## config.mk

```make
export PLATFORM = sky130hd
export DESIGN_NAME = muted_gain_mixer_with_sample_hold_top
export DESIGN_NICKNAME = d
export VERILOG_FILES = /design/src/design/mgm_pkg.sv /design/src/design/mgm_lane.sv /design/src/design/mgm_merge.sv /design/src/design/mgm_div.sv /design/src/design/muted_gain_mixer_with_sample_hold_top.sv
export SDC_FILE = /design/constraint.sdc
export NUM_CORES = 2
export LEC_CHECK = 0
export ABC_AREA = 1
export BUFFER_PORTS_ARGS = -buffer_cell sky130_fd_sc_hd__buf_2
export CAP_MARGIN = 10
export CORE_MARGIN = 3
export CORE_UTILIZATION = 40
export CTS_CLUSTER_DIAMETER = 50
export DETAILED_ROUTE_END_ITERATION = 12
export PLACE_DENSITY = 0.61
export SLEW_MARGIN = 20
export SYNTH_ARGS = -nofsm -noshare
export SYNTH_HDL_FRONTEND = slang
export SYNTH_SLANG_ARGS = --single-unit
export TNS_END_PERCENT = 20
```

## constraint.sdc

```tcl
create_clock -name clk_i -period 9.2 [get_ports clk_i]
set_input_delay 0.46 -clock clk_i [delete_from_list [all_inputs] [get_ports clk_i]]
set_output_delay 0.46 -clock clk_i [all_outputs]
set_load 0.01 [all_outputs]
```

## src/design/mgm_pkg.sv

```systemverilog
// mgm_pkg: shared constants and types for the muted gain mixer
// register indexes, fixed field widths and the divider control struct
// no dependencies
package mgm_pkg;

  localparam int GAIN_BITS      = 16;
  localparam int OFFSET_BITS    = 15;
  localparam int THRESH_BITS    = 16;
  localparam int MIX_SHIFT      = 14;
  localparam int LANES_MAX      = 4;
  localparam int DIV_STEP_BITS  = 8;
  localparam int CFG_DATA_BITS  = 64;
  localparam int CFG_ADDR_BITS  = 6;

  localparam logic [2:0] REG_GAINS_G0   = 3'd0;
  localparam logic [2:0] REG_GAINS_G1   = 3'd1;
  localparam logic [2:0] REG_AVG_EN     = 3'd2;
  localparam logic [2:0] REG_OFFSET_G0  = 3'd3;
  localparam logic [2:0] REG_OFFSET_G1  = 3'd4;
  localparam logic [2:0] REG_HOLD_HIGH  = 3'd5;
  localparam logic [2:0] REG_HOLD_LOW   = 3'd6;

  localparam logic signed [THRESH_BITS-1:0] HOLD_HIGH_RST = 16'sd2048;
  localparam logic signed [THRESH_BITS-1:0] HOLD_LOW_RST  = 16'sd102;

  typedef struct packed {
    logic       start;
    logic [2:0] divisor;
  } mgm_div_ctl_t;

endpackage

```

## src/design/mgm_lane.sv

```systemverilog
// mgm_lane: one mixer channel, gated sample times gain, registered
// depends on mgm_pkg
module mgm_lane import mgm_pkg::*; #(
  parameter int SAMPLE_BITS = 16
) (
  input  logic                                    clk_i,
  input  logic                                    load_i,
  input  logic                                    enable_i,
  input  logic signed [SAMPLE_BITS-1:0]           sample_i,
  input  logic signed [GAIN_BITS-1:0]             gain_i,
  output logic signed [SAMPLE_BITS+GAIN_BITS-1:0] prod_o
);

  logic signed [SAMPLE_BITS+GAIN_BITS-1:0] prod_d, prod_q;

  always_comb begin
    if (enable_i) begin
      prod_d = (SAMPLE_BITS+GAIN_BITS)'(sample_i) * (SAMPLE_BITS+GAIN_BITS)'(gain_i);
    end else begin
      prod_d = '0;
    end
  end

  always_ff @(posedge clk_i) begin
    if (load_i) begin
      prod_q <= prod_d;
    end
  end

  assign prod_o = prod_q;

endmodule

```

## src/design/mgm_merge.sv

```systemverilog
// mgm_merge: sums the lane products and counts the mixed channels
// depends on mgm_pkg
module mgm_merge import mgm_pkg::*; #(
  parameter int SAMPLE_BITS = 16,
  parameter int LANES       = 4
) (
  input  logic                                    clk_i,
  input  logic                                    load_i,
  input  logic signed [SAMPLE_BITS+GAIN_BITS-1:0] prod_i [LANES],
  input  logic [LANES-1:0]                        enable_i,
  output logic signed [SAMPLE_BITS+GAIN_BITS+1:0] sum_o,
  output logic [2:0]                              count_o
);

  localparam int ACC_W = SAMPLE_BITS + GAIN_BITS + 2;

  logic signed [ACC_W-1:0] sum_d, sum_q;
  logic [2:0]              count_d, count_q;

  always_comb begin
    sum_d   = '0;
    count_d = '0;
    for (int j = 0; j < LANES; j++) begin
      sum_d   = sum_d + ACC_W'(prod_i[j]);
      count_d = count_d + 3'(enable_i[j]);
    end
  end

  always_ff @(posedge clk_i) begin
    if (load_i) begin
      sum_q   <= sum_d;
      count_q <= count_d;
    end
  end

  assign sum_o   = sum_q;
  assign count_o = count_q;

endmodule

```

## src/design/mgm_div.sv

```systemverilog
// mgm_div: signed divide by a small count, truncating toward zero
// radix-2 restoring, several quotient bits per cycle; depends on mgm_pkg
module mgm_div import mgm_pkg::*; #(
  parameter int W = 34
) (
  input  logic                clk_i,
  input  logic                rst_ni,
  input  mgm_div_ctl_t        ctl_i,
  input  logic signed [W-1:0] dividend_i,
  output logic                busy_o,
  output logic signed [W-1:0] quotient_o
);

  localparam int NSTEP = (W + DIV_STEP_BITS - 1) / DIV_STEP_BITS;
  localparam int PW    = NSTEP * DIV_STEP_BITS;
  localparam int CNT_W = $clog2(NSTEP + 1);

  logic [PW-1:0]    work_d, work_q;
  logic [1:0]       rem_d, rem_q;
  logic [2:0]       div_q;
  logic             neg_q;
  logic [CNT_W-1:0] cnt_q;
  logic [W-1:0]     mag;

  assign mag = dividend_i[W-1] ? W'(-dividend_i) : W'(dividend_i);

  always_comb begin
    logic [PW-1:0] w;
    logic [2:0]    r;
    w = work_q;
    r = {1'b0, rem_q};
    for (int i = 0; i < DIV_STEP_BITS; i++) begin
      r = {r[1:0], w[PW-1]};
      w = {w[PW-2:0], 1'b0};
      if (r >= div_q) begin
        r    = r - div_q;
        w[0] = 1'b1;
      end
    end
    work_d = w;
    rem_d  = r[1:0];
  end

  always_ff @(posedge clk_i or negedge rst_ni) begin
    if (!rst_ni) begin
      cnt_q <= '0;
    end else if (ctl_i.start) begin
      cnt_q <= CNT_W'(NSTEP);
    end else if (cnt_q != '0) begin
      cnt_q <= cnt_q - 1'b1;
    end
  end

  always_ff @(posedge clk_i) begin
    if (ctl_i.start) begin
      work_q <= PW'(mag);
      rem_q  <= '0;
      div_q  <= ctl_i.divisor;
      neg_q  <= dividend_i[W-1];
    end else if (cnt_q != '0) begin
      work_q <= work_d;
      rem_q  <= rem_d;
    end
  end

  assign busy_o     = (cnt_q != '0);
  assign quotient_o = neg_q ? -$signed(work_q[W-1:0]) : $signed(work_q[W-1:0]);

endmodule

```

## src/design/muted_gain_mixer_with_sample_hold_top.sv

```systemverilog
// muted_gain_mixer_with_sample_hold_top: mixer lanes, merge, divider, hold
// depends on mgm_pkg, mgm_lane, mgm_merge, mgm_div
//
//   port group   | direction | handshake
//   -------------+-----------+------------------------------------------
//   input item   | in        | in_valid_i / in_ready_o
//   result item  | out       | out_valid_o / out_ready_i
//   config       | in/out    | apb psel/penable/pwrite, pready tied high
//
// one item at a time: S_MUL, S_SUM, S_LOAD, then S_DIV until the serial count divider,
// with NSTEP = ceil((SAMPLE_BITS+18)/8) steps, is done and the output register is free
// the output register lets the next item in while a result waits
// that next item then stalls at the hold stage, and input waits until the result leaves
// reset: all channels active, buttons treated as pressed, trigger high, held zero
module muted_gain_mixer_with_sample_hold_top import mgm_pkg::*; #(
  parameter int CHANNELS_PER_GROUP = 4,
  parameter int GROUP_COUNT        = 2,
  parameter int SAMPLE_BITS        = 16
) (
  input  logic                          clk_i,
  input  logic                          rst_ni,
  input  logic                          psel,
  input  logic                          penable,
  input  logic                          pwrite,
  input  logic [CFG_ADDR_BITS-1:0]      paddr,
  input  logic [CFG_DATA_BITS-1:0]      pwdata,
  output logic [CFG_DATA_BITS-1:0]      prdata,
  output logic                          pready,
  input  logic                          in_valid_i,
  output logic                          in_ready_o,
  input  logic                          group_i,
  input  logic signed [SAMPLE_BITS-1:0] sample_zero_i,
  input  logic signed [SAMPLE_BITS-1:0] sample_one_i,
  input  logic signed [SAMPLE_BITS-1:0] sample_two_i,
  input  logic signed [SAMPLE_BITS-1:0] sample_three_i,
  input  logic [3:0]                    connected_mask_i,
  input  logic [3:0]                    button_levels_i,
  input  logic signed [SAMPLE_BITS-1:0] hold_trigger_i,
  input  logic                          hold_connected_i,
  output logic                          out_valid_o,
  input  logic                          out_ready_i,
  output logic                          out_group_o,
  output logic signed [SAMPLE_BITS-1:0] mix_out_o,
  output logic [3:0]                    active_mask_o
);

  localparam int NL     = (CHANNELS_PER_GROUP < LANES_MAX) ? CHANNELS_PER_GROUP : LANES_MAX;
  localparam int GIDX_W = (GROUP_COUNT > 1) ? $clog2(GROUP_COUNT) : 1;
  localparam int PROD_W = SAMPLE_BITS + GAIN_BITS;
  localparam int ACC_W  = PROD_W + 2;
  localparam int SHR_W  = ACC_W - MIX_SHIFT;
  localparam int MIX_W  = SAMPLE_BITS + 5;
  localparam int CMP_W  = (SAMPLE_BITS > THRESH_BITS) ? SAMPLE_BITS : THRESH_BITS;
  localparam logic [3:0] LMASK = 4'((1 << NL) - 1);
  localparam logic signed [MIX_W-1:0] SAT_HI = MIX_W'((1 << (SAMPLE_BITS - 1)) - 1);
  localparam logic signed [MIX_W-1:0] SAT_LO = MIX_W'(-(1 << (SAMPLE_BITS - 1)));

  typedef enum logic [4:0] {
    S_IDLE = 5'b00001,
    S_MUL  = 5'b00010,
    S_SUM  = 5'b00100,
    S_LOAD = 5'b01000,
    S_DIV  = 5'b10000
  } state_e;

  state_e state_q, state_d;

  // configuration registers
  logic [CFG_DATA_BITS-1:0]      gains0_q, gains1_q;
  logic [1:0]                    avg_q;
  logic signed [OFFSET_BITS-1:0] off0_q, off1_q;
  logic signed [THRESH_BITS-1:0] hth_q, lth_q;
  logic                          cfg_we;

  assign pready = 1'b1;
  assign cfg_we = psel & penable & pwrite & pready;

  always_ff @(posedge clk_i or negedge rst_ni) begin
    if (!rst_ni) begin
      gains0_q <= '0;
      gains1_q <= '0;
      avg_q    <= '0;
      off0_q   <= '0;
      off1_q   <= '0;
      hth_q    <= HOLD_HIGH_RST;
      lth_q    <= HOLD_LOW_RST;
    end else if (cfg_we) begin
      case (paddr[5:3])
        REG_GAINS_G0:  gains0_q <= pwdata;
        REG_GAINS_G1:  gains1_q <= pwdata;
        REG_AVG_EN:    avg_q    <= pwdata[1:0];
        REG_OFFSET_G0: off0_q   <= $signed(pwdata[OFFSET_BITS-1:0]);
        REG_OFFSET_G1: off1_q   <= $signed(pwdata[OFFSET_BITS-1:0]);
        REG_HOLD_HIGH: hth_q    <= $signed(pwdata[THRESH_BITS-1:0]);
        REG_HOLD_LOW:  lth_q    <= $signed(pwdata[THRESH_BITS-1:0]);
        default: ;
      endcase
    end
  end

  always_comb begin
    case (paddr[5:3])
      REG_GAINS_G0:  prdata = gains0_q;
      REG_GAINS_G1:  prdata = gains1_q;
      REG_AVG_EN:    prdata = CFG_DATA_BITS'(avg_q);
      REG_OFFSET_G0: prdata = CFG_DATA_BITS'($unsigned(off0_q));
      REG_OFFSET_G1: prdata = CFG_DATA_BITS'($unsigned(off1_q));
      REG_HOLD_HIGH: prdata = CFG_DATA_BITS'($unsigned(hth_q));
      REG_HOLD_LOW:  prdata = CFG_DATA_BITS'($unsigned(lth_q));
      default:       prdata = '0;
    endcase
  end

  // per-group state
  logic [3:0]                    act_q  [GROUP_COUNT];
  logic [3:0]                    btn_q  [GROUP_COUNT];
  logic [GROUP_COUNT-1:0]        trig_q;
  logic signed [SAMPLE_BITS-1:0] held_q [GROUP_COUNT];

  // item latched at accept
  logic [GIDX_W-1:0]             g_q;
  logic [NL-1:0]                 en_q;
  logic [3:0]                    amask_q;
  logic signed [SAMPLE_BITS-1:0] smp_q [NL];
  logic signed [SAMPLE_BITS-1:0] lvl_q;
  logic                          hconn_q;

  logic                          accept, finish, out_free;
  logic [GIDX_W-1:0]             g_in;
  logic [3:0]                    btn_m, new_act;
  logic signed [SAMPLE_BITS-1:0] smp_in [LANES_MAX];

  assign in_ready_o = (state_q == S_IDLE);
  assign accept     = in_valid_i & in_ready_o;
  assign g_in       = (GROUP_COUNT > 1) ? GIDX_W'(group_i) : '0;
  assign btn_m      = button_levels_i & LMASK;
  // rising button edges toggle the active flags
  assign new_act    = act_q[g_in] ^ (btn_m & ~btn_q[g_in]);

  assign smp_in[0] = sample_zero_i;
  assign smp_in[1] = sample_one_i;
  assign smp_in[2] = sample_two_i;
  assign smp_in[3] = sample_three_i;

  always_ff @(posedge clk_i) begin
    if (accept) begin
      g_q     <= g_in;
      en_q    <= NL'(new_act & connected_mask_i & LMASK);
      amask_q <= new_act;
      lvl_q   <= hold_trigger_i;
      hconn_q <= hold_connected_i;
      for (int j = 0; j < NL; j++) begin
        smp_q[j] <= smp_in[j];
      end
    end
  end

  // lanes
  logic [CFG_DATA_BITS-1:0] gsel;
  logic signed [PROD_W-1:0] prod [NL];

  assign gsel = g_q[0] ? gains1_q : gains0_q;

  for (genvar j = 0; j < NL; j++) begin : g_lane
    mgm_lane #(.SAMPLE_BITS(SAMPLE_BITS)) u_lane (
      .clk_i    (clk_i),
      .load_i   (state_q == S_MUL),
      .enable_i (en_q[j]),
      .sample_i (smp_q[j]),
      .gain_i   ($signed(gsel[GAIN_BITS*j +: GAIN_BITS])),
      .prod_o   (prod[j])
    );
  end

  logic signed [ACC_W-1:0] sum;
  logic [2:0]              count;

  mgm_merge #(.SAMPLE_BITS(SAMPLE_BITS), .LANES(NL)) u_merge (
    .clk_i    (clk_i),
    .load_i   (state_q == S_SUM),
    .prod_i   (prod),
    .enable_i (en_q),
    .sum_o    (sum),
    .count_o  (count)
  );

  mgm_div_ctl_t            div_ctl;
  logic                    div_busy;
  logic signed [ACC_W-1:0] quot;

  // no averaging or nothing mixed: divide by one
  assign div_ctl.start   = (state_q == S_LOAD);
  assign div_ctl.divisor = (avg_q[g_q[0]] && count != '0) ? count : 3'd1;

  mgm_div #(.W(ACC_W)) u_div (
    .clk_i      (clk_i),
    .rst_ni     (rst_ni),
    .ctl_i      (div_ctl),
    .dividend_i (sum),
    .busy_o     (div_busy),
    .quotient_o (quot)
  );

  // floor shift, offset, saturate
  logic signed [SHR_W-1:0]       shr;
  logic signed [OFFSET_BITS-1:0] off_sel;
  logic signed [MIX_W-1:0]       mix_sum;
  logic signed [SAMPLE_BITS-1:0] mix_sat;

  assign shr     = $signed(quot[ACC_W-1:MIX_SHIFT]);
  assign off_sel = g_q[0] ? off1_q : off0_q;
  assign mix_sum = MIX_W'(shr) + MIX_W'(off_sel);

  always_comb begin
    if (mix_sum > SAT_HI) begin
      mix_sat = SAT_HI[SAMPLE_BITS-1:0];
    end else if (mix_sum < SAT_LO) begin
      mix_sat = SAT_LO[SAMPLE_BITS-1:0];
    end else begin
      mix_sat = mix_sum[SAMPLE_BITS-1:0];
    end
  end

  // schmitt trigger and hold
  logic signed [CMP_W-1:0]       lvl, hth, lth;
  logic                          trig_nx;
  logic signed [SAMPLE_BITS-1:0] held_nx;

  assign lvl = CMP_W'(lvl_q);
  assign hth = CMP_W'(hth_q);
  assign lth = CMP_W'(lth_q);

  always_comb begin
    trig_nx = trig_q[g_q];
    held_nx = held_q[g_q];
    if (hconn_q) begin
      if (trig_q[g_q]) begin
        if (lvl <= lth) begin
          trig_nx = 1'b0;
        end
      end else if (lvl >= hth) begin
        trig_nx = 1'b1;
        held_nx = mix_sat;
      end
    end else begin
      held_nx = mix_sat;
    end
  end

  logic out_valid_q;
  assign out_free = ~out_valid_q | out_ready_i;
  assign finish   = (state_q == S_DIV) & ~div_busy & out_free;

  always_ff @(posedge clk_i or negedge rst_ni) begin
    if (!rst_ni) begin
      for (int g = 0; g < GROUP_COUNT; g++) begin
        act_q[g]  <= LMASK;
        btn_q[g]  <= LMASK;
        held_q[g] <= '0;
      end
      trig_q <= '1;
    end else begin
      if (accept) begin
        act_q[g_in] <= new_act;
        btn_q[g_in] <= btn_m;
      end
      if (finish) begin
        trig_q[g_q] <= trig_nx;
        held_q[g_q] <= held_nx;
      end
    end
  end

  always_comb begin
    state_d = state_q;
    case (state_q)
      S_IDLE: begin
        if (accept) state_d = S_MUL;
      end
      S_MUL:  state_d = S_SUM;
      S_SUM:  state_d = S_LOAD;
      S_LOAD: state_d = S_DIV;
      S_DIV: begin
        if (finish) state_d = S_IDLE;
      end
      default: state_d = S_IDLE;
    endcase
  end

  always_ff @(posedge clk_i or negedge rst_ni) begin
    if (!rst_ni) begin
      state_q     <= S_IDLE;
      out_valid_q <= 1'b0;
    end else begin
      state_q <= state_d;
      if (finish) begin
        out_valid_q <= 1'b1;
      end else if (out_ready_i) begin
        out_valid_q <= 1'b0;
      end
    end
  end

  logic                          out_group_q;
  logic signed [SAMPLE_BITS-1:0] out_mix_q;
  logic [3:0]                    out_act_q;

  always_ff @(posedge clk_i) begin
    if (finish) begin
      out_group_q <= g_q[0];
      out_mix_q   <= held_nx;
      out_act_q   <= amask_q;
    end
  end

  assign out_valid_o   = out_valid_q;
  assign out_group_o   = out_group_q;
  assign mix_out_o     = out_mix_q;
  assign active_mask_o = out_act_q;

endmodule

```

Yosys cells after proc, flatten, opt, wreduce, memory -nomap -nowiden

Memory sizes are Yosys's and may differ from the RTL's.
Index checks and enable logic that the tools add are counted.

Bits in registers: 509
Bits in writable memories: 64
Input bits: 167
Output and inout port bits: 88
Logic and storage cells: 185
Memories: 1

Add/sub/neg operators: 18
$mul: 4
Order comparisons: 18
Eq/ne operators: 13
Muxes and demuxes: 64
Bitwise gates (word level): 14
Reductions and logical operators: 17

Memory list:

| memory | words | width | read ports | clocked after Yosys merged registers in | write ports | line                                         | source |
|---|---|---|---|---|---|---|---|
| smp_q  | 4     | 16    | 4          | 0                                       | 4           | muted_gain_mixer_with_sample_hold_top.sv:124 | `logic signed [SAMPLE_BITS-1:0] smp_q [NL];` |

Operators with widths:

| cell                                                                               | number |
|---|---|
| 64-bit case mux with 7 select lines                                                | 1 |
| 16-bit 2-to-1 mux                                                                  | 9 |
| 34-bit 2-to-1 mux                                                                  | 4 |
| 16-bit by 16-bit multiplier with 32-bit output                                     | 4 |
| 34-bit negator                                                                     | 2 |
| 64-bit 2-to-1 mux                                                                  | 1 |
| 33-bit by 32-bit adder with 34-bit output                                          | 1 |
| 34-bit by 32-bit adder with 34-bit output                                          | 1 |
| 32-bit by 32-bit adder with 33-bit output                                          | 1 |
| 32-bit bitwise mux                                                                 | 1 |
| 4-bit 2-to-1 mux                                                                   | 7 |
| 5-bit case mux with 5 select lines                                                 | 1 |
| 3-bit greater-or-equal comparator                                                  | 8 |
| 20-bit by 15-bit adder with 21-bit output                                          | 1 |
| 21-bit by 16-bit greater-than comparator with 1-bit output (second input constant) | 1 |
| 21-bit by 16-bit less-than comparator with 1-bit output (second input constant)    | 1 |
| 1-bit 2-to-1 mux                                                                   | 21 |
| 8-bit bitwise mux                                                                  | 2 |
| 16-bit demux with 1-bit select                                                     | 1 |
| 16-bit greater-or-equal comparator                                                 | 1 |
| 16-bit less-or-equal comparator                                                    | 1 |
| 2-bit 2-to-1 mux                                                                   | 8 |
| 2-bit AND reduction                                                                | 8 |
| 2-bit subtractor                                                                   | 8 |
| other kinds (34)                                                                   | 54 |

Longest topological paths before layout

Depth after elaboration: 18
Depth in mapped cells: 46
Depth with buffers taken out: 46

Cells and area by module

A second synthesis with hierarchy kept.

Cells, all modules: 9735
Area, all modules: 75760.2 sq um

By module, submodules not included:

| module                                | times used | cells an instance | area an instance (sq um) | seq. area each (sq um) |
|---|---|---|---|---|
| muted_gain_mixer_with_sample_hold_top | 1          | 1948              | 17416.7                  | 9569.2 |
| mgm_lane (g_lane[0].u_lane)           | 1          | 1613              | 12190.4                  | 960.9 |
| mgm_lane (g_lane[1].u_lane)           | 1          | 1568              | 12020.3                  | 960.9 |
| mgm_lane (g_lane[3].u_lane)           | 1          | 1553              | 11986.5                  | 960.9 |
| mgm_lane (g_lane[2].u_lane)           | 1          | 1541              | 11852.6                  | 960.9 |
| mgm_merge                             | 1          | 802               | 5535.3                   | 1111.1 |
| mgm_div                               | 1          | 710               | 4758.3                   | 1376.3 |

Worst setup path after synthesis

OpenSTA, ideal clock, no wires.

Path kind: reg2reg
Start point: register u_div.div_q[2]
End point: register u_div.rem_q[0]
Library setup time: 115 ps
Arrival: 7138 ps
Data required time: 9085 ps
Setup slack: 1946 ps
Stages on the path, launching flop included: 44
Path buffers: 0
Clock period less this slack: 7254 ps
Cells stage by stage: edfxtp_1 -> inv_1 -> ha_1 -> a21oi_1 -> o211ai_1 -> nor2_1 -> a21oi_1 -> ha_1 -> nand2_1 -> o211ai_1 -> a21oi_1 -> ha_1 -> nand2_1 -> o211ai_1 -> a21oi_1 -> ha_1 -> nand2_1 -> o211ai_1 -> [8 not listed] -> ha_1 -> a21boi_0 -> o21ai_0 -> nand2_1 -> nand2_1 -> o21ai_0 -> ha_1 -> nand2_1 -> o211ai_1 -> inv_1 -> nand2_1 -> o21ai_0 -> ha_1 -> nand2_1 -> o211ai_1 -> a21oi_1 -> o21ai_0 -> inv_1

Longest elaborated chain between the ends: 16
Elaborated cells between the ends (all ways): 22
Classes of those cells: add/sub: 6; order compare: 8; mux: 8

Ends and longest elaborated chain:

| element                                                                      | line                         | source |
|---|---|---|
| from (decl)                                                                  | mgm_div.sv:20                | `logic [2:0] div_q;` |
| from (signal assigned)                                                       | mgm_div.sv:58                | `div_q <= ctl_i.divisor;` |
| 3-bit greater-or-equal comparator                                            | mgm_div.sv:35                | `if (r >= div_q) begin` |
| 2-bit 2-to-1 mux                                                             | mgm_div.sv:35                |  |
| 3-bit greater-or-equal comparator / 2-bit subtractor (equally long branches) | mgm_div.sv:35, mgm_div.sv:36 |  |
| 2-bit 2-to-1 mux                                                             | mgm_div.sv:35                |  |
| 3-bit greater-or-equal comparator / 2-bit subtractor (equally long branches) | mgm_div.sv:35, mgm_div.sv:36 |  |
| 2-bit 2-to-1 mux                                                             | mgm_div.sv:35                |  |
| 3-bit greater-or-equal comparator / 2-bit subtractor (equally long branches) | mgm_div.sv:35, mgm_div.sv:36 |  |
| 2-bit 2-to-1 mux                                                             | mgm_div.sv:35                |  |
| 3-bit greater-or-equal comparator / 2-bit subtractor (equally long branches) | mgm_div.sv:35, mgm_div.sv:36 |  |
| 2-bit 2-to-1 mux                                                             | mgm_div.sv:35                |  |
| 3-bit greater-or-equal comparator / 2-bit subtractor (equally long branches) | mgm_div.sv:35, mgm_div.sv:36 |  |
| 2-bit 2-to-1 mux                                                             | mgm_div.sv:35                |  |
| 3-bit greater-or-equal comparator / 2-bit subtractor (equally long branches) | mgm_div.sv:35, mgm_div.sv:36 |  |
| 2-bit 2-to-1 mux                                                             | mgm_div.sv:35                |  |
| 3-bit greater-or-equal comparator (*)                                        | mgm_div.sv:35                |  |
| 2-bit 2-to-1 mux (*)                                                         | mgm_div.sv:35                |  |
| to (signal assigned)                                                         | mgm_div.sv:62                | `rem_q <= rem_d;` |
| to (decl)                                                                    | mgm_div.sv:19                | `logic [1:0] rem_d, rem_q;` |

Mark *: on every way between the ends. The rest lies on a longest branch, timed or not.
A chain may end at the register's enable or synchronous reset.

Final worst setup path

Start point: register u_div.div_q[1]
End point: register u_div.rem_q[0]

Longest elaborated chain between the ends: 16
Elaborated cells between the ends (all ways): 23
Classes of those cells: add/sub: 7; order compare: 8; mux: 8

Ends and longest elaborated chain:

| element                                                                      | line |
|---|---|
| 3-bit greater-or-equal comparator / 2-bit subtractor (equally long branches) | mgm_div.sv:35, mgm_div.sv:36 |
| 2-bit 2-to-1 mux                                                             | mgm_div.sv:35 |
| 3-bit greater-or-equal comparator / 2-bit subtractor (equally long branches) | mgm_div.sv:35, mgm_div.sv:36 |
| 2-bit 2-to-1 mux                                                             | mgm_div.sv:35 |
| 3-bit greater-or-equal comparator / 2-bit subtractor (equally long branches) | mgm_div.sv:35, mgm_div.sv:36 |
| 2-bit 2-to-1 mux                                                             | mgm_div.sv:35 |
| 3-bit greater-or-equal comparator / 2-bit subtractor (equally long branches) | mgm_div.sv:35, mgm_div.sv:36 |
| 2-bit 2-to-1 mux                                                             | mgm_div.sv:35 |
| 3-bit greater-or-equal comparator / 2-bit subtractor (equally long branches) | mgm_div.sv:35, mgm_div.sv:36 |
| 2-bit 2-to-1 mux                                                             | mgm_div.sv:35 |
| 3-bit greater-or-equal comparator / 2-bit subtractor (equally long branches) | mgm_div.sv:35, mgm_div.sv:36 |
| 2-bit 2-to-1 mux                                                             | mgm_div.sv:35 |
| 3-bit greater-or-equal comparator / 2-bit subtractor (equally long branches) | mgm_div.sv:35, mgm_div.sv:36 |
| 2-bit 2-to-1 mux                                                             | mgm_div.sv:35 |
| 3-bit greater-or-equal comparator (*)                                        | mgm_div.sv:35 |
| 2-bit 2-to-1 mux (*)                                                         | mgm_div.sv:35 |

Marked as above.

==> summary.txt <==
Setup path
  • Worst-path maximum fanout: 5
  • Crit. End Element: flip-flop
  • Critical Path Source Type: flip-flop
  • Critical path's most frequent cell: nand2_1
  • Worst EP required: 9770 ps
  • Delay of the slowest critical-path stage: 350 ps
  • Critical path startpoint: u_div.div_q[1]$_SDFFCE_PN0P_
  • Crit-path slowest cell: o211ai_1
  • CP endpoint: u_div.rem_q[0]$_SDFFE_PP0P_
  • Worst Reg2Reg Path Length in Cells: 45
  • Type of the worst setup path: flip-flop to flip-flop
  • FF-to-FF Start: u_div.div_q[1]$_SDFFCE_PN0P_
  • R2R setup slack: roughly 1100 ps
  • Reg-to-Reg End: u_div.rem_q[0]$_SDFFE_PP0P_
  • Critical Path AT: between 8000 and 9000 ps

Clock tree
  • Cts bufs inserted: 89
  • CTS tree: done
  • # clock sinks: 573
  • Clk_lat worst skew: 710 ps
  • H-tree levels: 3
  • Clk slew on worst S/H paths: 50 ps
  • Clk root buf: clkbuf_16
  • Bufs on Longest Clock Path: 3
  • CTS-repair resized insts: 0

Yosys
  • Warning count from the yosys run: 0
  • Yosys reg bits: 573
  • Synth cell types: 60
  • Most used DFF post-synth: edfxtp_1
  • Post-Synthesis Cells: 7894
  • Most common cell in the synthesized netlist: inv_1
  • Cell type with the largest total area after synthesis: fa_1
  • EDFF count, synth: 314
  • Syn Area/Cell: 8.69 um2
  • Synthesized net count: around 9600
  • Fraction of registers with async set/reset: between 40% and 50%
  • Top cell type's share of synthesized area: between 30% and 40%
  • Cell Area, Synth: 0.0686 mm2
  • Synth area leaders: fa_1 (33%), edfxtp_1 (14%), inv_1 (9.5%), dfrtp_1 (8.3%), nand2_1 (8.3%)
  • Register area share after synthesis: ~23%
  • Top post-synthesis cells by count: inv_1 (1740), nand2_1 (1509), fa_1 (1115), nor2_1 (794), ha_1 (442)

Timing
  • Final hold slack: 62.9 ps
  • Clock skew: 43.0 ps
  • Final Cycle Share: 88.3%
  • Rel. slew slack: between 20% and 30%
  • Max Slew Vio Count: 0
  • Setup violators final: 0
  • RSZ-0062 raised after global routing: no
  • Worst-Margin Slew: 1120 ps
  • Fin crit period: 8120 ps
  • Fmax: 0.123 GHz
  • Endpoints failing hold: 0
  • Final TNS setup: 0 ps

Die
  • FP Rows: between 150 and 200
  • Io pins: 255
  • DIE AREA: about 0.18 mm2
  • Die width: roughly 420 um
  • Die height: about 420 um
  • Core Box Area: between 0.15 and 0.2 mm2
  • Starting Density: 40.4%

Global routing
  • Antenna violations before repair: 3
  • Met1 GRT Util: 30.6%
  • Global-route met3 utilization: ~3.1%
  • Gr busiest metal: met2
  • All-Layer GR Usage: a little under a quarter
  • Vias in the first global route: 55300
  • Met2 Use GR: about 37%
  • Largest net degree at the start of global routing: 110
  • First-pass GRT wire length: 310000 um
  • Grt ovf: 0

Detailed routing
  • Drt via density: 5.08
  • Final wirelength: 195000 um
  • DRC: 0
  • Initial DRC count: 4029
  • Pre-antenna DRT Iters: 8
  • Antenna Nets Post-Route: 0
  • Vias: 53300
  • Routed WL per cell: around 19 um

Placement
  • GP Congestion: 0.935
  • IO buf count: 250
  • Hpwl dp: roughly 160000 um
  • Dpl cells: 10200

Worst hold path
  • Worst hold path type: input port to flip-flop

Finish
  • Area added between synthesis and finish: 11.9%
  • Layout Cells excl Fill: 10500
  • Layout cells sized above 1: 6.80%
  • # nets final: 9924

Run status
  • Status: complete, no violations

Run
  • # Max-Cap Violations: 0
==> kinds of logic after synthesis <==
logic type               after synthesis  share of synthesized area (%)
other                                  1                        0.00547
adder cells (fa/ha/maj)             1557                           40.6
multiplexers                           2                         0.0292
AND/OR/NAND/NOR                     2590                           14.9
buffers and inverters               1977                           10.9
AO/OA/AOI/OAI                       1050                           8.51
flip-flops                           573                           23.2
XOR/XNOR                             144                           1.84
==> cell type report <==
class / instances / area, um2
Inverter: 1753 / 6590
Tap cell: 2218 / 2780
Clock buffer: 99 / 2350
Antenna cell: 3 / 7.51
Timing Repair Buffer: 439 / 3040
Fill cell: 16400 / 93100
Multi-Input combinational cell: 5344 / 45300
Sequential cell: 573 / 15900
Clock inverter: 68 / 806
==> worst min path at each step <==
stage / from / end / slack [ps] / depth (start not counted)
finish: pwdata[11] / hth[11]$_DFFE_PN1P_ / 60 / 3
floorplan: rst_ni / avg_q[0]$_DFFE_PN0P_ / 160 / 0
global placement: amask_q[0]$_DFFE_PP_ / active_mask_o[0]$_DFFE_PP_ / 410 / 0
detailed placement: amask_q[0]$_DFFE_PP_ / active_mask_o[0]$_DFFE_PP_ / 410 / 0
CTS: pwdata[2] / lth[2]$_DFFE_PN1P_ / 0.6 / 3
global route: pwdata[11] / hth[11]$_DFFE_PN1P_ / 50 / 3
==> per-layer routing <==
metal	vias up	routed length (um)
met3	276	12400
met4	0	5980
met1	26600	83200
li1	24800	-
met5	-	0
met2	1679	93200
==> sequential cells by signal (all words and copies together) (netlist names), 16 cells and up <==
register              cells
hth                      16
gains1_q                 64
lvl                      16
gains0_q                 64
g_lane.u_lane.prod_o    128
lth                      16
smp_q                    64
held_q                   32
mix_out_o                16
u_merge.sum_o            34
u_div.work_q             40
==> worst max-delay path: cells and delay by family (launching register included) <==
family	cells	cell delay (ps)
compound gates	20	3720
flops	1	320
buf+inv	4	370
fa+ha+maj	8	2610
simple gates	13	960
==> repair_timing <==
item	CTS	global route
endpoints found under the setup margin	0	2
setup buffers	0	2
hold buffers	138	0
hold endpoints to repair	236	0
==> stage by stage <==
stage | util (%) | cell area (um2) | setup WS, ps
after detailed placement | 42.5 | 72200 | 1060
after floorplan | - | 68600 | 1950
final | 45.2 | 76700 | 1080
after global placement | 42.5 | 72200 | 1110
after CTS | 45.2 | 76700 | 1040
after global routing | 45.2 | 76700 | 77.8
==> cells in the final DEF (no fill, tap or decap), drive strengths merged, types with 34 or more instances in the layout <==
cell type / count
inv: 1774
xor2: 68
o22ai: 62
ha: 442
nor3: 43
dfrtp: 227
a21oi: 375
fa: 1115
clkbuf: 99
buf: 301
o21ai: 434
xnor2: 76
nor2: 798
edfxtp: 314
nand2: 1542
dlygate4sd3: 138
nand3: 144
clkinv: 34
Power is left out: the tool's default activity adds up to more than one toggle a clock period on the data nets, which glitch-free logic cannot reach.
